File: src/rtl/psa_pkg.sv
// Shared types, constants and the interval timer function of the sensor averager.
// Used by psa_ctrl, psa_dpath, psa_div_lane and periodic_sensor_averager_top; no dependencies.
package psa_pkg;

    // Field widths
    localparam int TIME_W   = 32;
    localparam int TEMP_W   = 15;
    localparam int PRES_W   = 17;
    localparam int HUM_W    = 17;
    localparam int MOIST_W  = 13;
    localparam int COUNT_W  = 16;

    // Accumulator widths
    localparam int TSUM_W   = 32;
    localparam int PSUM_W   = 33;
    localparam int HSUM_W   = 33;
    localparam int MSUM_W   = 29;

    // Divider: one quotient bit per step over the widest dividend
    localparam int DVD_W     = 33;
    localparam int DIV_STEPS = DVD_W;
    localparam int STEP_W    = $clog2(DIV_STEPS);

    // Stream and configuration port widths
    localparam int S_TDATA_W = 96;
    localparam int M_TDATA_W = 80;
    localparam int M_TUSER_W = 3;
    localparam int CFG_IDX_W = 2;
    localparam int CFG_DAT_W = 32;

    // Register indexes
    localparam logic [CFG_IDX_W-1:0] REG_SAMPLE_INTERVAL = 2'd0;
    localparam logic [CFG_IDX_W-1:0] REG_REPORT_INTERVAL = 2'd1;

    // Constants
    localparam logic [COUNT_W-1:0] MAX_SAMPLES     = 16'd65535;
    localparam logic [MOIST_W-1:0] MOIST_ONE       = 13'd4096;
    localparam logic [TIME_W-1:0]  SAMPLE_INT_RST  = 32'd1000;
    localparam logic [TIME_W-1:0]  REPORT_INT_RST  = 32'd60000;

    // Commands from the controller to the datapath
    typedef struct packed {
        logic capture;
        logic timer_step;
        logic accum_step;
        logic div_load;
        logic div_step;
        logic out_load;
    } ctrl_cmd_t;

    // Status from the datapath to the controller
    typedef struct packed {
        logic report_fire;
        logic count_zero;
    } dp_status_t;

    typedef struct packed {
        logic              fire;
        logic [TIME_W-1:0] next_start;
    } timer_res_t;

    // Fire when the elapsed time reaches the interval; advance the start, never below now
    function automatic timer_res_t timer_eval(input logic [TIME_W-1:0] start,
                                              input logic [TIME_W-1:0] interval,
                                              input logic [TIME_W-1:0] now);
        timer_res_t        res;
        logic [TIME_W-1:0] elapsed;
        logic [TIME_W-1:0] adv;
        elapsed        = now - start;
        adv            = start + interval;
        res.fire       = (elapsed >= interval);
        res.next_start = res.fire ? ((adv < now) ? now : adv) : start;
        return res;
    endfunction

endpackage

File: src/rtl/psa_div_lane.sv
// One lane of the shared-step restoring divider: unsigned dividend over 16-bit count.
// Depends on psa_pkg for widths.
module psa_div_lane (
    input  logic                         aclk,
    input  logic                         load,
    input  logic                         step,
    input  logic [psa_pkg::DVD_W-1:0]    dividend,
    input  logic [psa_pkg::COUNT_W-1:0]  divisor,
    output logic [psa_pkg::DVD_W-1:0]    quotient
);
    import psa_pkg::*;

    logic [COUNT_W-1:0] rem_reg;
    logic [COUNT_W-1:0] rem_next;
    logic [DVD_W-1:0]   quo_reg;
    logic [DVD_W-1:0]   quo_next;
    logic [COUNT_W-1:0] dvs_reg;
    logic [COUNT_W:0]   shifted;
    logic [COUNT_W+1:0] trial;

    // Bring down the next dividend bit and try a subtract
    always_comb begin
        shifted  = {rem_reg, quo_reg[DVD_W-1]};
        trial    = {1'b0, shifted} - {2'b00, dvs_reg};
        rem_next = rem_reg;
        quo_next = quo_reg;
        if (load) begin
            rem_next = '0;
            quo_next = dividend;
        end else if (step) begin
            if (!trial[COUNT_W+1]) begin
                rem_next = trial[COUNT_W-1:0];
                quo_next = {quo_reg[DVD_W-2:0], 1'b1};
            end else begin
                rem_next = shifted[COUNT_W-1:0];
                quo_next = {quo_reg[DVD_W-2:0], 1'b0};
            end
        end
    end

    always_ff @(posedge aclk) begin
        rem_reg <= rem_next;
        quo_reg <= quo_next;
        if (load) begin
            dvs_reg <= divisor;
        end
    end

    assign quotient = quo_reg;

endmodule

File: src/rtl/psa_ctrl.sv
// Sequencing state machine of the sensor averager: handshakes, timer, accumulate, divide.
// Depends on psa_pkg for the command and status structs.
module psa_ctrl (
    input  logic                 aclk,
    input  logic                 aresetn,
    input  logic                 s_tvalid,
    output logic                 s_tready,
    output logic                 m_tvalid,
    input  logic                 m_tready,
    input  psa_pkg::dp_status_t  status,
    output psa_pkg::ctrl_cmd_t   cmd
);
    import psa_pkg::*;

    localparam logic [2:0] ST_IDLE  = 3'd0;
    localparam logic [2:0] ST_TIMER = 3'd1;
    localparam logic [2:0] ST_ACCUM = 3'd2;
    localparam logic [2:0] ST_LOAD  = 3'd3;
    localparam logic [2:0] ST_DIV   = 3'd4;
    localparam logic [2:0] ST_DONE  = 3'd5;

    logic [2:0]        state_reg;
    logic [2:0]        state_next;
    logic [STEP_W-1:0] step_reg;
    logic [STEP_W-1:0] step_next;
    logic              m_tvalid_reg;
    logic              m_tvalid_next;
    logic              out_free;

    assign out_free = !m_tvalid_reg || m_tready;

    // Advance through the phases of one word
    always_comb begin
        state_next = state_reg;
        step_next  = step_reg;
        cmd        = '0;
        unique case (state_reg)
            ST_IDLE: begin
                if (s_tvalid) begin
                    cmd.capture = 1'b1;
                    state_next  = ST_TIMER;
                end
            end
            ST_TIMER: begin
                cmd.timer_step = 1'b1;
                state_next     = ST_ACCUM;
            end
            ST_ACCUM: begin
                cmd.accum_step = 1'b1;
                state_next     = status.report_fire ? ST_LOAD : ST_DONE;
            end
            ST_LOAD: begin
                cmd.div_load = 1'b1;
                step_next    = '0;
                state_next   = status.count_zero ? ST_DONE : ST_DIV;
            end
            ST_DIV: begin
                cmd.div_step = 1'b1;
                step_next    = step_reg + 1'b1;
                if (step_reg == STEP_W'(DIV_STEPS - 1)) begin
                    state_next = ST_DONE;
                end
            end
            ST_DONE: begin
                if (out_free) begin
                    cmd.out_load = 1'b1;
                    state_next   = ST_IDLE;
                end
            end
            default: begin
                state_next = ST_IDLE;
            end
        endcase
    end

    // Hold the result word until the receiver takes it
    always_comb begin
        m_tvalid_next = m_tvalid_reg;
        if (cmd.out_load) begin
            m_tvalid_next = 1'b1;
        end else if (m_tready) begin
            m_tvalid_next = 1'b0;
        end
    end

    always_ff @(posedge aclk) begin
        if (!aresetn) begin
            state_reg    <= ST_IDLE;
            step_reg     <= '0;
            m_tvalid_reg <= 1'b0;
        end else begin
            state_reg    <= state_next;
            step_reg     <= step_next;
            m_tvalid_reg <= m_tvalid_next;
        end
    end

    assign s_tready = (state_reg == ST_IDLE);
    assign m_tvalid = m_tvalid_reg;

endmodule

File: src/rtl/psa_dpath.sv
// Datapath of the sensor averager: interval registers, timers, accumulators, dividers, result.
// Depends on psa_pkg and psa_div_lane.
module psa_dpath (
    input  logic                           aclk,
    input  logic                           aresetn,
    input  logic                           cfg_write,
    input  logic [psa_pkg::CFG_IDX_W-1:0]  cfg_index,
    input  logic [psa_pkg::CFG_DAT_W-1:0]  cfg_data,
    input  logic [psa_pkg::S_TDATA_W-1:0]  s_tdata,
    input  psa_pkg::ctrl_cmd_t             cmd,
    output psa_pkg::dp_status_t            status,
    output logic [psa_pkg::M_TDATA_W-1:0]  m_tdata,
    output logic [psa_pkg::M_TUSER_W-1:0]  m_tuser
);
    import psa_pkg::*;

    // Configuration and run state
    logic [TIME_W-1:0]  sample_int_reg;
    logic [TIME_W-1:0]  report_int_reg;
    logic [TIME_W-1:0]  sample_start_reg;
    logic [TIME_W-1:0]  report_start_reg;
    logic               synced_reg;
    logic [COUNT_W-1:0] count_reg;
    logic [TSUM_W-1:0]  tsum_reg;
    logic [PSUM_W-1:0]  psum_reg;
    logic [HSUM_W-1:0]  hsum_reg;
    logic [MSUM_W-1:0]  msum_reg;

    // Captured word
    logic [TIME_W-1:0]  now_reg;
    logic [TEMP_W-1:0]  temp_reg;
    logic [PRES_W-1:0]  pres_reg;
    logic [HUM_W-1:0]   hum_reg;
    logic [MOIST_W-1:0] moist_reg;

    // Per-word flags and report data
    logic               sample_fire_reg;
    logic               report_fire_reg;
    logic               sampled_reg;
    logic               empty_reg;
    logic               neg_reg;
    logic [COUNT_W-1:0] count_out_reg;

    // Result register
    logic [M_TDATA_W-1:0] m_tdata_reg;
    logic [M_TUSER_W-1:0] m_tuser_reg;

    logic [TIME_W-1:0]  in_now;
    logic [TEMP_W-1:0]  in_temp;
    logic [PRES_W-1:0]  in_pres;
    logic [HUM_W-1:0]   in_hum;
    logic [MOIST_W-1:0] in_moist_raw;
    logic [MOIST_W-1:0] in_moist_inv;
    logic [TIME_W-1:0]  sample_base;
    logic [TIME_W-1:0]  report_base;
    timer_res_t         sample_res;
    timer_res_t         report_res;
    logic               take_sample;
    logic [TSUM_W-1:0]  tsum_abs;
    logic [DVD_W-1:0]   q_temp;
    logic [DVD_W-1:0]   q_pres;
    logic [DVD_W-1:0]   q_hum;
    logic [DVD_W-1:0]   q_moist;
    logic [TEMP_W-1:0]  avg_temp;
    logic               has_avg;

    // Unpack the input word and invert moisture, clamped at full scale
    assign in_now       = s_tdata[31:0];
    assign in_temp      = s_tdata[46:32];
    assign in_pres      = s_tdata[63:47];
    assign in_hum       = s_tdata[80:64];
    assign in_moist_raw = s_tdata[93:81];
    assign in_moist_inv = (in_moist_raw > MOIST_ONE) ? '0 : (MOIST_ONE - in_moist_raw);

    // Load both starts from the first word of a run
    assign sample_base = synced_reg ? sample_start_reg : now_reg;
    assign report_base = synced_reg ? report_start_reg : now_reg;
    assign sample_res  = timer_eval(sample_base, sample_int_reg, now_reg);
    assign report_res  = timer_eval(report_base, report_int_reg, now_reg);

    assign take_sample = sample_fire_reg && (count_reg != MAX_SAMPLES);
    assign tsum_abs    = tsum_reg[TSUM_W-1] ? (~tsum_reg + 1'b1) : tsum_reg;

    always_ff @(posedge aclk) begin
        if (cmd.capture) begin
            now_reg   <= in_now;
            temp_reg  <= in_temp;
            pres_reg  <= in_pres;
            hum_reg   <= in_hum;
            moist_reg <= in_moist_inv;
        end
        if (cmd.timer_step) begin
            sample_fire_reg <= sample_res.fire;
        end
        if (cmd.accum_step) begin
            sampled_reg <= take_sample;
            empty_reg   <= 1'b0;
        end
        if (cmd.div_load) begin
            empty_reg     <= (count_reg == '0);
            neg_reg       <= tsum_reg[TSUM_W-1];
            count_out_reg <= count_reg;
        end
        if (cmd.out_load) begin
            m_tdata_reg <= has_avg ? {2'b00, q_moist[MOIST_W-1:0], q_hum[HUM_W-1:0],
                                      q_pres[PRES_W-1:0], avg_temp, count_out_reg}
                                   : '0;
            m_tuser_reg <= {report_fire_reg && empty_reg, sampled_reg, report_fire_reg};
        end
    end

    // Run state: writes to the two interval registers restart the run
    always_ff @(posedge aclk) begin
        if (!aresetn) begin
            sample_int_reg   <= SAMPLE_INT_RST;
            report_int_reg   <= REPORT_INT_RST;
            sample_start_reg <= '0;
            report_start_reg <= '0;
            synced_reg       <= 1'b0;
            report_fire_reg  <= 1'b0;
            count_reg        <= '0;
            tsum_reg         <= '0;
            psum_reg         <= '0;
            hsum_reg         <= '0;
            msum_reg         <= '0;
        end else if (cfg_write && (cfg_index == REG_SAMPLE_INTERVAL ||
                                   cfg_index == REG_REPORT_INTERVAL)) begin
            if (cfg_index == REG_SAMPLE_INTERVAL) begin
                sample_int_reg <= cfg_data;
            end else begin
                report_int_reg <= cfg_data;
            end
            synced_reg <= 1'b0;
            count_reg  <= '0;
            tsum_reg   <= '0;
            psum_reg   <= '0;
            hsum_reg   <= '0;
            msum_reg   <= '0;
        end else if (cmd.timer_step) begin
            sample_start_reg <= sample_res.next_start;
            report_start_reg <= report_res.next_start;
            report_fire_reg  <= report_res.fire;
            synced_reg       <= 1'b1;
        end else if (cmd.accum_step) begin
            if (take_sample) begin
                count_reg <= count_reg + 1'b1;
                tsum_reg  <= tsum_reg + {{(TSUM_W-TEMP_W){temp_reg[TEMP_W-1]}}, temp_reg};
                psum_reg  <= psum_reg + {{(PSUM_W-PRES_W){1'b0}}, pres_reg};
                hsum_reg  <= hsum_reg + {{(HSUM_W-HUM_W){1'b0}}, hum_reg};
                msum_reg  <= msum_reg + {{(MSUM_W-MOIST_W){1'b0}}, moist_reg};
            end
        end else if (cmd.div_load) begin
            // Clear the run once the sums are in the dividers
            count_reg <= '0;
            tsum_reg  <= '0;
            psum_reg  <= '0;
            hsum_reg  <= '0;
            msum_reg  <= '0;
        end
    end

    // Four lanes stepped together
    psa_div_lane u_div_temp (
        .aclk     (aclk),
        .load     (cmd.div_load),
        .step     (cmd.div_step),
        .dividend ({{(DVD_W-TSUM_W){1'b0}}, tsum_abs}),
        .divisor  (count_reg),
        .quotient (q_temp)
    );

    psa_div_lane u_div_pres (
        .aclk     (aclk),
        .load     (cmd.div_load),
        .step     (cmd.div_step),
        .dividend (psum_reg),
        .divisor  (count_reg),
        .quotient (q_pres)
    );

    psa_div_lane u_div_hum (
        .aclk     (aclk),
        .load     (cmd.div_load),
        .step     (cmd.div_step),
        .dividend (hsum_reg),
        .divisor  (count_reg),
        .quotient (q_hum)
    );

    psa_div_lane u_div_moist (
        .aclk     (aclk),
        .load     (cmd.div_load),
        .step     (cmd.div_step),
        .dividend ({{(DVD_W-MSUM_W){1'b0}}, msum_reg}),
        .divisor  (count_reg),
        .quotient (q_moist)
    );

    // Restore the sign of the temperature mean, truncating toward zero
    assign avg_temp = neg_reg ? (~q_temp[TEMP_W-1:0] + 1'b1) : q_temp[TEMP_W-1:0];
    assign has_avg  = report_fire_reg && !empty_reg;

    assign status.report_fire = report_fire_reg;
    assign status.count_zero  = (count_reg == '0);

    assign m_tdata = m_tdata_reg;
    assign m_tuser = m_tuser_reg;

endmodule

File: src/rtl/periodic_sensor_averager_top.sv
// Top level of the periodic sensor averager: controller, datapath and port wiring.
// Depends on psa_pkg, psa_ctrl and psa_dpath.
//
// Usage:
//   s_* carries one sensor word per millisecond tick (timestamp and four readings).
//   m_* returns exactly one result word per input word: flags in m_tuser, the
//   sample count and four averages in m_tdata (all zero unless a non-empty report closed).
//   cfg_* writes the sample interval (index 0) or report interval (index 1);
//   cfg_ready is always high and any such write restarts the run. Write only
//   while the block is idle.
// Sequence:
//   A word that does not close a report passes through capture, timer and
//   accumulate before its result enters the output register, once that is free;
//   a reporting word adds a load step and 33 divider steps (one quotient bit per
//   cycle in four parallel lanes), or the load step alone for an empty report.
//   s_tready rises again as the result is registered: one word at a time.
// Reset (aresetn low, synchronous) restores the default intervals, clears the
// run and empties the output. While the receiver stalls, the result is held in
// the output register and one further word may be processed up to its result.
module periodic_sensor_averager_top (
    input  logic                           aclk,
    input  logic                           aresetn,
    input  logic                           s_tvalid,
    output logic                           s_tready,
    // now_ms[31:0], temperature[46:32], pressure_pa[63:47], humidity[80:64],
    // moisture_raw[93:81], zero fill[95:94]
    input  logic [psa_pkg::S_TDATA_W-1:0]  s_tdata,
    output logic                           m_tvalid,
    input  logic                           m_tready,
    // sample_count[15:0], avg_temperature[30:16], avg_pressure[47:31],
    // avg_humidity[64:48], avg_moisture[77:65], zero fill[79:78]
    output logic [psa_pkg::M_TDATA_W-1:0]  m_tdata,
    // report_valid[0], sampled[1], empty_report[2]
    output logic [psa_pkg::M_TUSER_W-1:0]  m_tuser,
    input  logic                           cfg_valid,
    output logic                           cfg_ready,
    input  logic [psa_pkg::CFG_IDX_W-1:0]  cfg_index,
    input  logic [psa_pkg::CFG_DAT_W-1:0]  cfg_data
);
    import psa_pkg::*;

    ctrl_cmd_t  cmd;
    dp_status_t status;

    assign cfg_ready = 1'b1;

    psa_ctrl u_ctrl (
        .aclk     (aclk),
        .aresetn  (aresetn),
        .s_tvalid (s_tvalid),
        .s_tready (s_tready),
        .m_tvalid (m_tvalid),
        .m_tready (m_tready),
        .status   (status),
        .cmd      (cmd)
    );

    psa_dpath u_dpath (
        .aclk      (aclk),
        .aresetn   (aresetn),
        .cfg_write (cfg_valid && cfg_ready),
        .cfg_index (cfg_index),
        .cfg_data  (cfg_data),
        .s_tdata   (s_tdata),
        .cmd       (cmd),
        .status    (status),
        .m_tdata   (m_tdata),
        .m_tuser   (m_tuser)
    );

`ifndef SYNTHESIS
    // One word at a time: acceptance closes the input until the result is registered
    a_one_in_flight: assert property (@(posedge aclk) disable iff (!aresetn)
        (s_tvalid && s_tready) |=> !s_tready)
        else $error("input accepted while a word is in progress");

    // An empty report is always a report
    a_empty_is_report: assert property (@(posedge aclk) disable iff (!aresetn)
        m_tvalid |-> (!m_tuser[2] || m_tuser[0]))
        else $error("empty_report without report_valid");

    // Averages and count are zero unless a non-empty report closed
    a_zero_payload: assert property (@(posedge aclk) disable iff (!aresetn)
        (m_tvalid && (!m_tuser[0] || m_tuser[2])) |-> (m_tdata == '0))
        else $error("non-zero result data outside a non-empty report");
`endif

endmodule

File: config.mk
export PLATFORM = sky130hd
export DESIGN_NAME = periodic_sensor_averager_top
export DESIGN_NICKNAME = d
export VERILOG_FILES = /design/src/rtl/psa_pkg.sv /design/src/rtl/psa_div_lane.sv /design/src/rtl/psa_ctrl.sv /design/src/rtl/psa_dpath.sv /design/src/rtl/periodic_sensor_averager_top.sv
export SDC_FILE = /design/constraint.sdc
export NUM_CORES = 2
export LEC_CHECK = 0
export BUFFER_PORTS_ARGS = -buffer_cell sky130_fd_sc_hd__buf_2
export CELL_PAD_IN_SITES_DETAIL_PLACEMENT = 1
export CELL_PAD_IN_SITES_GLOBAL_PLACEMENT = 1
export CORE_ASPECT_RATIO = 1.4
export CORE_UTILIZATION = 44
export CTS_CLUSTER_SIZE = 10
export DETAILED_ROUTE_END_ITERATION = 7
export GPL_TIMING_DRIVEN = 0
export PLACE_DENSITY = 0.89
export SLEW_MARGIN = 15
export SYNTH_ARGS = -nofsm -noshare
export SYNTH_HDL_FRONTEND = slang
export SYNTH_SLANG_ARGS = --single-unit
export TNS_END_PERCENT = 5
File: constraint.sdc
create_clock -name aclk -period 6.6 [get_ports aclk]
set_clock_uncertainty 0.2 [all_clocks]
set_input_delay 0.33 -clock aclk [delete_from_list [all_inputs] [get_ports aclk]]
set_output_delay 0.33 -clock aclk [all_outputs]
set_load 0.05 [all_outputs]
Word level (Yosys, flattened, before mapping). Index checks and enable logic that the tools add are counted.

Add/sub/neg operators: 17. $mul: 0. Divide/modulo/power cells: 0. Magnitude comparators: 5. Eq/ne operators: 12. Shift operators: 0. Multiplexer cells: 57. Bitwise logic cells: 6. Reductions and logical operators: 21.

Operators by type and width (number): $mux 32 (12); $mux 33 (9); $mux 29 (5); $mux 16 (7); $add 32x32->32 (3); $sub 17x16->18 (4); $add 33x17->33 (2); $ge 32x32->1 (2); $lt 32x32->1 (2); $sub 32x32->32 (2); $add 32x1->32 const B (1); $not 32->32 (1); $add 29x13->29 (1); $pmux 3 s6 (1); $mux 1 (17); $add 16x1->16 const B (1); $logic_not 16->1 (1); $ne 16x16->1 const B (1); $add 15x1->15 const B (1); $mux 15 (1); $not 15->15 (1); $gt 13x13->1 const B (1); $sub 13x13->13 const A (1); $mux 3 (4); other kinds (19) (37).

Flip-flop bits (word level): 676. Bits in latches: 0. Memory bits (writable): 0. Memory bits (read-only): 0. Input port bits: 135. Output and inout port bits: 86. Word-level logic and storage cells: 155. Memories kept: 0.

Logic depth before layout (Yosys ltp).
Depth in word-level cells: 5. Depth in mapped cells: 29. Depth with buffers taken out: 25.

Hierarchy. Synthesis repeated with hierarchy kept, for this count alone.

Cell total of the unflattened synthesis: 4967. Area, all modules: 46622.2 µm².

Modules (own cells, without submodules): psa_dpath (times used 1, cells each 3653, area an instance 31835.5 µm², sequential area each 11320.9 µm²); psa_div_lane (u_dpath.u_div_hum ...) (times used 3, cells each 307, area an instance 3517.1 µm², sequential area each 1791.7 µm²); psa_div_lane (u_dpath.u_div_temp) (times used 1, cells each 321, area an instance 3643.5 µm², sequential area each 1791.7 µm²); psa_ctrl (times used 1, cells each 70, area an instance 580.6 µm², sequential area each 200.2 µm²); periodic_sensor_averager_top (times used 1, cells each 2, area an instance 11.3 µm², sequential area each 0.0 µm²).

Worst setup path before layout. No wires, ideal clock.

Path type: flip-flop to flip-flop. From: reg u_dpath.synced_reg. To: reg u_dpath.report_start_reg[11]. Library setup time: 132 ps. Arrival time: 6042 ps. Required time: 6268 ps. Setup slack: 226 ps. Stages on the path, launching flop included: 30. Path buffers: 5. Clock period less this slack: 6374 ps. Cell sequence: dfxtp_1 -> clkbuf_1 -> buf_1 -> clkbuf_1 -> nand2_1 -> nand2_1 -> ha_1 -> inv_1 -> fa_1 -> a211oi_1 -> nor2_1 -> o31ai_1 -> o221ai_1 -> a2111oi_1 -> nor3_1 -> or3_1 -> a21oi_1 -> xnor2_1 -> ha_1 -> a21o_1 -> a21o_1 -> a21oi_1 -> nor2_1 -> a211oi_1 -> and2_0 -> clkbuf_1 -> clkbuf_1 -> nand2_1 -> o211ai_1 -> a21oi_1.

Word-level cells in the longest chain between the ends: 5. Elaborated cells between the ends (all ways): 7. Those cells by class: add/sub: 2; order compare: 2; mux: 3.

Ends and longest elaborated chain: start: declaration (line psa_dpath.sv:22) `logic synced_reg;`; start signal: assignment (line psa_dpath.sv:119) `synced_reg <= 1'b0;`; start signal: assignment (line psa_dpath.sv:133) `synced_reg <= 1'b0;`; start signal: assignment (line psa_dpath.sv:143) `synced_reg <= 1'b1;`; $mux 32 (*) (line psa_dpath.sv:77) `assign report_base = synced_reg ? report_start_reg : now_reg;`; $add 32x32->32 (line psa_pkg.sv:70) `adv = start + interval;`; $lt 32x32->1 (line psa_pkg.sv:72) `res.next_start = res.fire ? ((adv < now) ? now : adv) : start;`; $mux 32 (line psa_pkg.sv:72); $mux 32 (*) (line psa_pkg.sv:72); end signal: assignment (line psa_dpath.sv:141) `report_start_reg <= report_res.next_start;`; end: declaration (line psa_dpath.sv:21) `logic [TIME_W-1:0] report_start_reg;`.

Every way passes the cells marked *; elsewhere a longest branch is shown, timed or not. A chain may end at the register's enable or synchronous reset.

Worst setup path in the final report.
From: reg u_dpath.synced_reg. To: reg u_dpath.report_start_reg[16].

Same word-level chain as after synthesis.

==> results.cfg <==
[outcome]
outcome = finished with violations
violations = setup timing

[logic_synthesis]
synth-main-ff-cell = sky130_fd_sc_hd__dfxtp_1
flip_flop_and_latch_count_after_synthesis = 674
synth-seq-area-share_pct = 38.6
async_reset_ff_share_pct = 0
ys_warn_count = 0
post_synth_num_cell_types = 87
synth_cells = 4931
synth.cell_area_mm2 = 0.0433
post_synth_edffs = 322
synth.avg_cell_area_um2 = 8.78

[clock_network]
clkLatencyLatePin_ps = 710
cts_tree = yes
htreeDepth = 3
cts-root-buf = sky130_fd_sc_hd__clkbuf_16
clkTransAtPathRegs_ps = 70
clock_path_buffers = 3
clkSinkCount = 674
tritoncts.num_buffers = 81

[global_routing]
antenna_found_initial = 12
globalRoute.totalOverflow = 0
grt_max_degree = 81
grt_pass1_wl_um = 266000
grt_pass1_vias = 45799
track_usage_pct = 34.8

[floorplanning]
initial_utilization_pct = 44.6
pin_count = 221
floorplan.die_area_mm2 = 0.0997
die_h_um = 373
core_region_area_mm2 = 0.0971
horizontal_die_dimension_um = 267
floorplan.rows = 135

[place]
detailedPlacementHpwl_um = 119000
gp_congestion = 0.983
post-place-ws_ps = -2500
count_of_buffers_from_port_buffering = 214
placed_instances = 6452

[sta]
fin_hold_ws_ps = 120
finalMaxSlewViolations = 0
fin_ws_ps = -46.3
maxSlewHeadroom_pct = 21.1
fin_crit_ps = 6650
max_freq_mhz = 150
finalCritPeriodShare_pct = 101
setup_repair_after_global_routing_missed_its_margin = yes
worst_pin_slew_ps = 1180
timing.final.setup_violations = 4
final_hold_viol_count = 0

[routing]
post_drt_wl_per_cell_um = 26.1
detail-route-antenna-nets = 0
route.detailed.vias_per_inst = 6.28
drt_iter0_markers = 3528
drt-pass1-iter-count = 8
finalWirelength_um = 176000
remaining_drc_errors = 0
vias = 42478

[final_layout]
synthToLayoutAreaGrowth_pct = 17.4
multi_input_area_mm2 = 0.0254
final_util_pct = 52.3
num-fill-cells = 11226
design.final.nets = 5931
area.sequential_mm2 = 0.0167
largest_register_ffs = 78
layoutNonFillerInstCount = 6761
drive_gt1_share_pct = 9.72

[power]
total_power_uw = 16400
vdd_drop_max_v = 0.000244
power_density_mw_per_mm2 = 322
power.static_leakage_uw = 0.0211

[setup_path]
worst_setup_path_start_kind = register
crit_type = reg2reg
endpoint_kind = register
worst-endpoint-arrival_ps = 7030
worst_ep_required_time_ps = 6980
worstPathMaxFanout = 10

[flow_run]
maxCapViolations = 0

[worst_hold_path]
min_path_type = in2reg
-- stage by stage --
stage / setup TNS [ps] / area (µm²)
after floorplan: 0 / 43300
after global placement: -164530 / 46000
after detailed placement: -131500 / 46100
after CTS: -10.4 / 50400
after global routing: -1560 / 50800
final: -135 / 50800
-- report_power, final --
group / switching, µW / total (µW) / internal, µW
clock: 2030 / 4560 / 2520
combinational: 3990 / 6590 / 2600
sequential: 379 / 5200 / 4830
-- layout make-up --
type	instances	area share, %
diodes	10	0.0492
plain buffers	187	1.61
clock buffers	141	4.71
clock inverters	9	0.313
inverters	275	2.04
multi-input cells	3792	49.9
flip-flops and latches	674	32.9
well taps	1301	3.20
repair buffers	372	5.27
-- kinds of logic (layout without fill, tap and decap cells) --
kind of cell / Yosys count / count (layout) / synth area share, %
and+or+nand+nor: 1662 / 1662 / 17.4
AOI/OAI and AO/OA: 1321 / 1321 / 19.4
buffers and inverters: 466 / 984 / 4.07
other: 2 / 13 / 0.0173
adders and majority gates: 413 / 413 / 12.1
muxes: 100 / 100 / 2.38
DFF: 674 / 674 / 38.6
xor gates and xnor gates: 293 / 293 / 5.93
-- worst max-delay path: stages (launching register included) --
cell and delay, ps:
sky130_fd_sc_hd__dfxtp_2 420, sky130_fd_sc_hd__clkbuf_8 230, sky130_fd_sc_hd__buf_4 250, sky130_fd_sc_hd__clkbuf_4 370, sky130_fd_sc_hd__a21oi_4 130, sky130_fd_sc_hd__inv_1 80, sky130_fd_sc_hd__ha_1 290, sky130_fd_sc_hd__a2111oi_4 440
sky130_fd_sc_hd__o31ai_4 170, sky130_fd_sc_hd__and2_1 250, sky130_fd_sc_hd__o21ai_2 240, sky130_fd_sc_hd__o41ai_4 120, sky130_fd_sc_hd__a2111oi_4 380, sky130_fd_sc_hd__o31ai_4 110, sky130_fd_sc_hd__xnor2_1 160, sky130_fd_sc_hd__ha_1 300
sky130_fd_sc_hd__a21o_1 190, sky130_fd_sc_hd__a21o_1 170, sky130_fd_sc_hd__a21oi_1 170, sky130_fd_sc_hd__o21ai_0 150, sky130_fd_sc_hd__a221o_2 440, sky130_fd_sc_hd__nor2_4 230, sky130_fd_sc_hd__clkbuf_4 330, sky130_fd_sc_hd__mux2_2 370
sky130_fd_sc_hd__o21ai_0 220, sky130_fd_sc_hd__nand2_1 100
-- layer usage --
| layer | share of wire, % | wire, µm | global-route usage, % | vias up |
|---|---|---|---|---|
| met5 | 0.031 | 55 | 0 | - |
| met4 | 10 | 18200 | 31.9 | 8 |
| met3 | 7.4 | 13100 | 8.38 | 907 |
| met2 | 49 | 85800 | 59.7 | 2091 |
| met1 | 34 | 59000 | 34.4 | 20836 |
| li1 | - | - | - | 18636 |
-- cell usage in the layout (no fill, tap or decap), types with 25 or more instances in the layout --
| master | synthesis | final |
|---|---|---|
| sky130_fd_sc_hd__a22oi_1 | 58 | 57 |
| sky130_fd_sc_hd__clkbuf_1 | 162 | 189 |
| sky130_fd_sc_hd__buf_2 | 3 | 222 |
| sky130_fd_sc_hd__xnor2_1 | 177 | 177 |
| sky130_fd_sc_hd__nand2_1 | 734 | 731 |
| sky130_fd_sc_hd__or3_1 | 48 | 48 |
| sky130_fd_sc_hd__ha_1 | 401 | 401 |
| sky130_fd_sc_hd__dfxtp_1 | 352 | 351 |
| sky130_fd_sc_hd__dlygate4sd3_1 | 0 | 135 |
| sky130_fd_sc_hd__edfxtp_1 | 322 | 322 |
| sky130_fd_sc_hd__a211oi_1 | 66 | 59 |
| sky130_fd_sc_hd__xor2_1 | 116 | 116 |
| sky130_fd_sc_hd__mux2i_1 | 78 | 78 |
| sky130_fd_sc_hd__buf_4 | 3 | 28 |
| sky130_fd_sc_hd__clkbuf_16 | 0 | 84 |
| sky130_fd_sc_hd__o21bai_1 | 25 | 25 |
| sky130_fd_sc_hd__a21o_1 | 99 | 99 |
| sky130_fd_sc_hd__o21ai_1 | 24 | 27 |
| sky130_fd_sc_hd__o21a_1 | 48 | 48 |
| sky130_fd_sc_hd__nor2_1 | 391 | 386 |
| sky130_fd_sc_hd__a21oi_1 | 408 | 377 |
| sky130_fd_sc_hd__o211ai_1 | 50 | 50 |
| sky130_fd_sc_hd__nand4_1 | 48 | 48 |
| sky130_fd_sc_hd__nand2b_1 | 37 | 37 |
| sky130_fd_sc_hd__nand3_1 | 84 | 84 |
| sky130_fd_sc_hd__o21ai_0 | 285 | 280 |
| sky130_fd_sc_hd__and3_1 | 38 | 38 |
| sky130_fd_sc_hd__and2_1 | 72 | 70 |
| sky130_fd_sc_hd__nor2b_1 | 31 | 31 |
| sky130_fd_sc_hd__inv_1 | 274 | 273 |
| sky130_fd_sc_hd__nor3_1 | 78 | 76 |
-- worst paths after layout --
| check | startpoint | end | slack [ps] | cells after the start |
|---|---|---|---|---|
| worst max-delay path | u_dpath.synced_reg | u_dpath.report_start_reg[16] | -50 | 25 |
| worst min register to register | u_dpath.sample_start_reg[15] | u_dpath.sample_start_reg[15] | 260 | 2 |
| worst max register to register | u_dpath.synced_reg | u_dpath.report_start_reg[16] | -50 | 25 |
| worst min-delay path | aresetn | u_dpath.sample_start_reg[25] | 120 | 3 |
-- synthesized netlist by cell type (9+ instances only) --
master,instances,share of area [%]
sky130_fd_sc_hd__fa_1,12,0.55
sky130_fd_sc_hd__or2_2,16,0.23
sky130_fd_sc_hd__edfxtp_1,322,22
sky130_fd_sc_hd__o211ai_1,50,0.87
sky130_fd_sc_hd__nor4_1,16,0.23
sky130_fd_sc_hd__nor2_1,391,3.4
sky130_fd_sc_hd__and2_1,72,1.0
sky130_fd_sc_hd__clkbuf_1,162,1.4
sky130_fd_sc_hd__and3_1,38,0.55
sky130_fd_sc_hd__a22oi_1,58,1.0
sky130_fd_sc_hd__nand2b_1,37,0.53
sky130_fd_sc_hd__o31ai_1,31,0.54
sky130_fd_sc_hd__o21ai_0,285,3.3
sky130_fd_sc_hd__a2111oi_0,12,0.24
sky130_fd_sc_hd__a22o_1,16,0.32
sky130_fd_sc_hd__xor2_1,116,2.3
sky130_fd_sc_hd__o21a_1,48,0.83
sky130_fd_sc_hd__nand2_1,734,6.4
sky130_fd_sc_hd__mux2i_1,78,1.8
sky130_fd_sc_hd__mux2_2,22,0.57
sky130_fd_sc_hd__or4_1,18,0.31
sky130_fd_sc_hd__a211oi_1,66,1.1
sky130_fd_sc_hd__ha_1,401,12
sky130_fd_sc_hd__a21boi_0,12,0.21
sky130_fd_sc_hd__nand3_1,84,0.97
sky130_fd_sc_hd__xnor2_1,177,3.6
sky130_fd_sc_hd__inv_1,274,2.4
sky130_fd_sc_hd__nor2b_1,31,0.45
sky130_fd_sc_hd__nand4_1,48,0.69
sky130_fd_sc_hd__a31o_2,21,0.42
sky130_fd_sc_hd__buf_1,23,0.20
sky130_fd_sc_hd__o31a_1,9,0.18
sky130_fd_sc_hd__dfxtp_1,352,16
sky130_fd_sc_hd__a21oi_1,408,4.7
sky130_fd_sc_hd__o2111ai_1,10,0.20
sky130_fd_sc_hd__a21o_1,99,1.7
sky130_fd_sc_hd__o21bai_1,25,0.43
sky130_fd_sc_hd__and4_1,11,0.22
sky130_fd_sc_hd__nor3b_1,14,0.24
sky130_fd_sc_hd__o21ai_1,24,0.28
sky130_fd_sc_hd__a221oi_1,9,0.18
sky130_fd_sc_hd__nor3_1,78,0.90
sky130_fd_sc_hd__a31oi_1,25,0.36
sky130_fd_sc_hd__or3_1,48,0.69
sky130_fd_sc_hd__o41ai_1,13,0.26
-- repair_timing --
action,4_1_cts,5_1_grt
buffers inserted,5,13
hold buffers,135,0
setup endpoints to repair,66,66
endpoints found under the hold margin,161,0
pin swaps,3,7
gates resized for setup,87,80
Note: power is estimated with default switching activity, not from simulation.
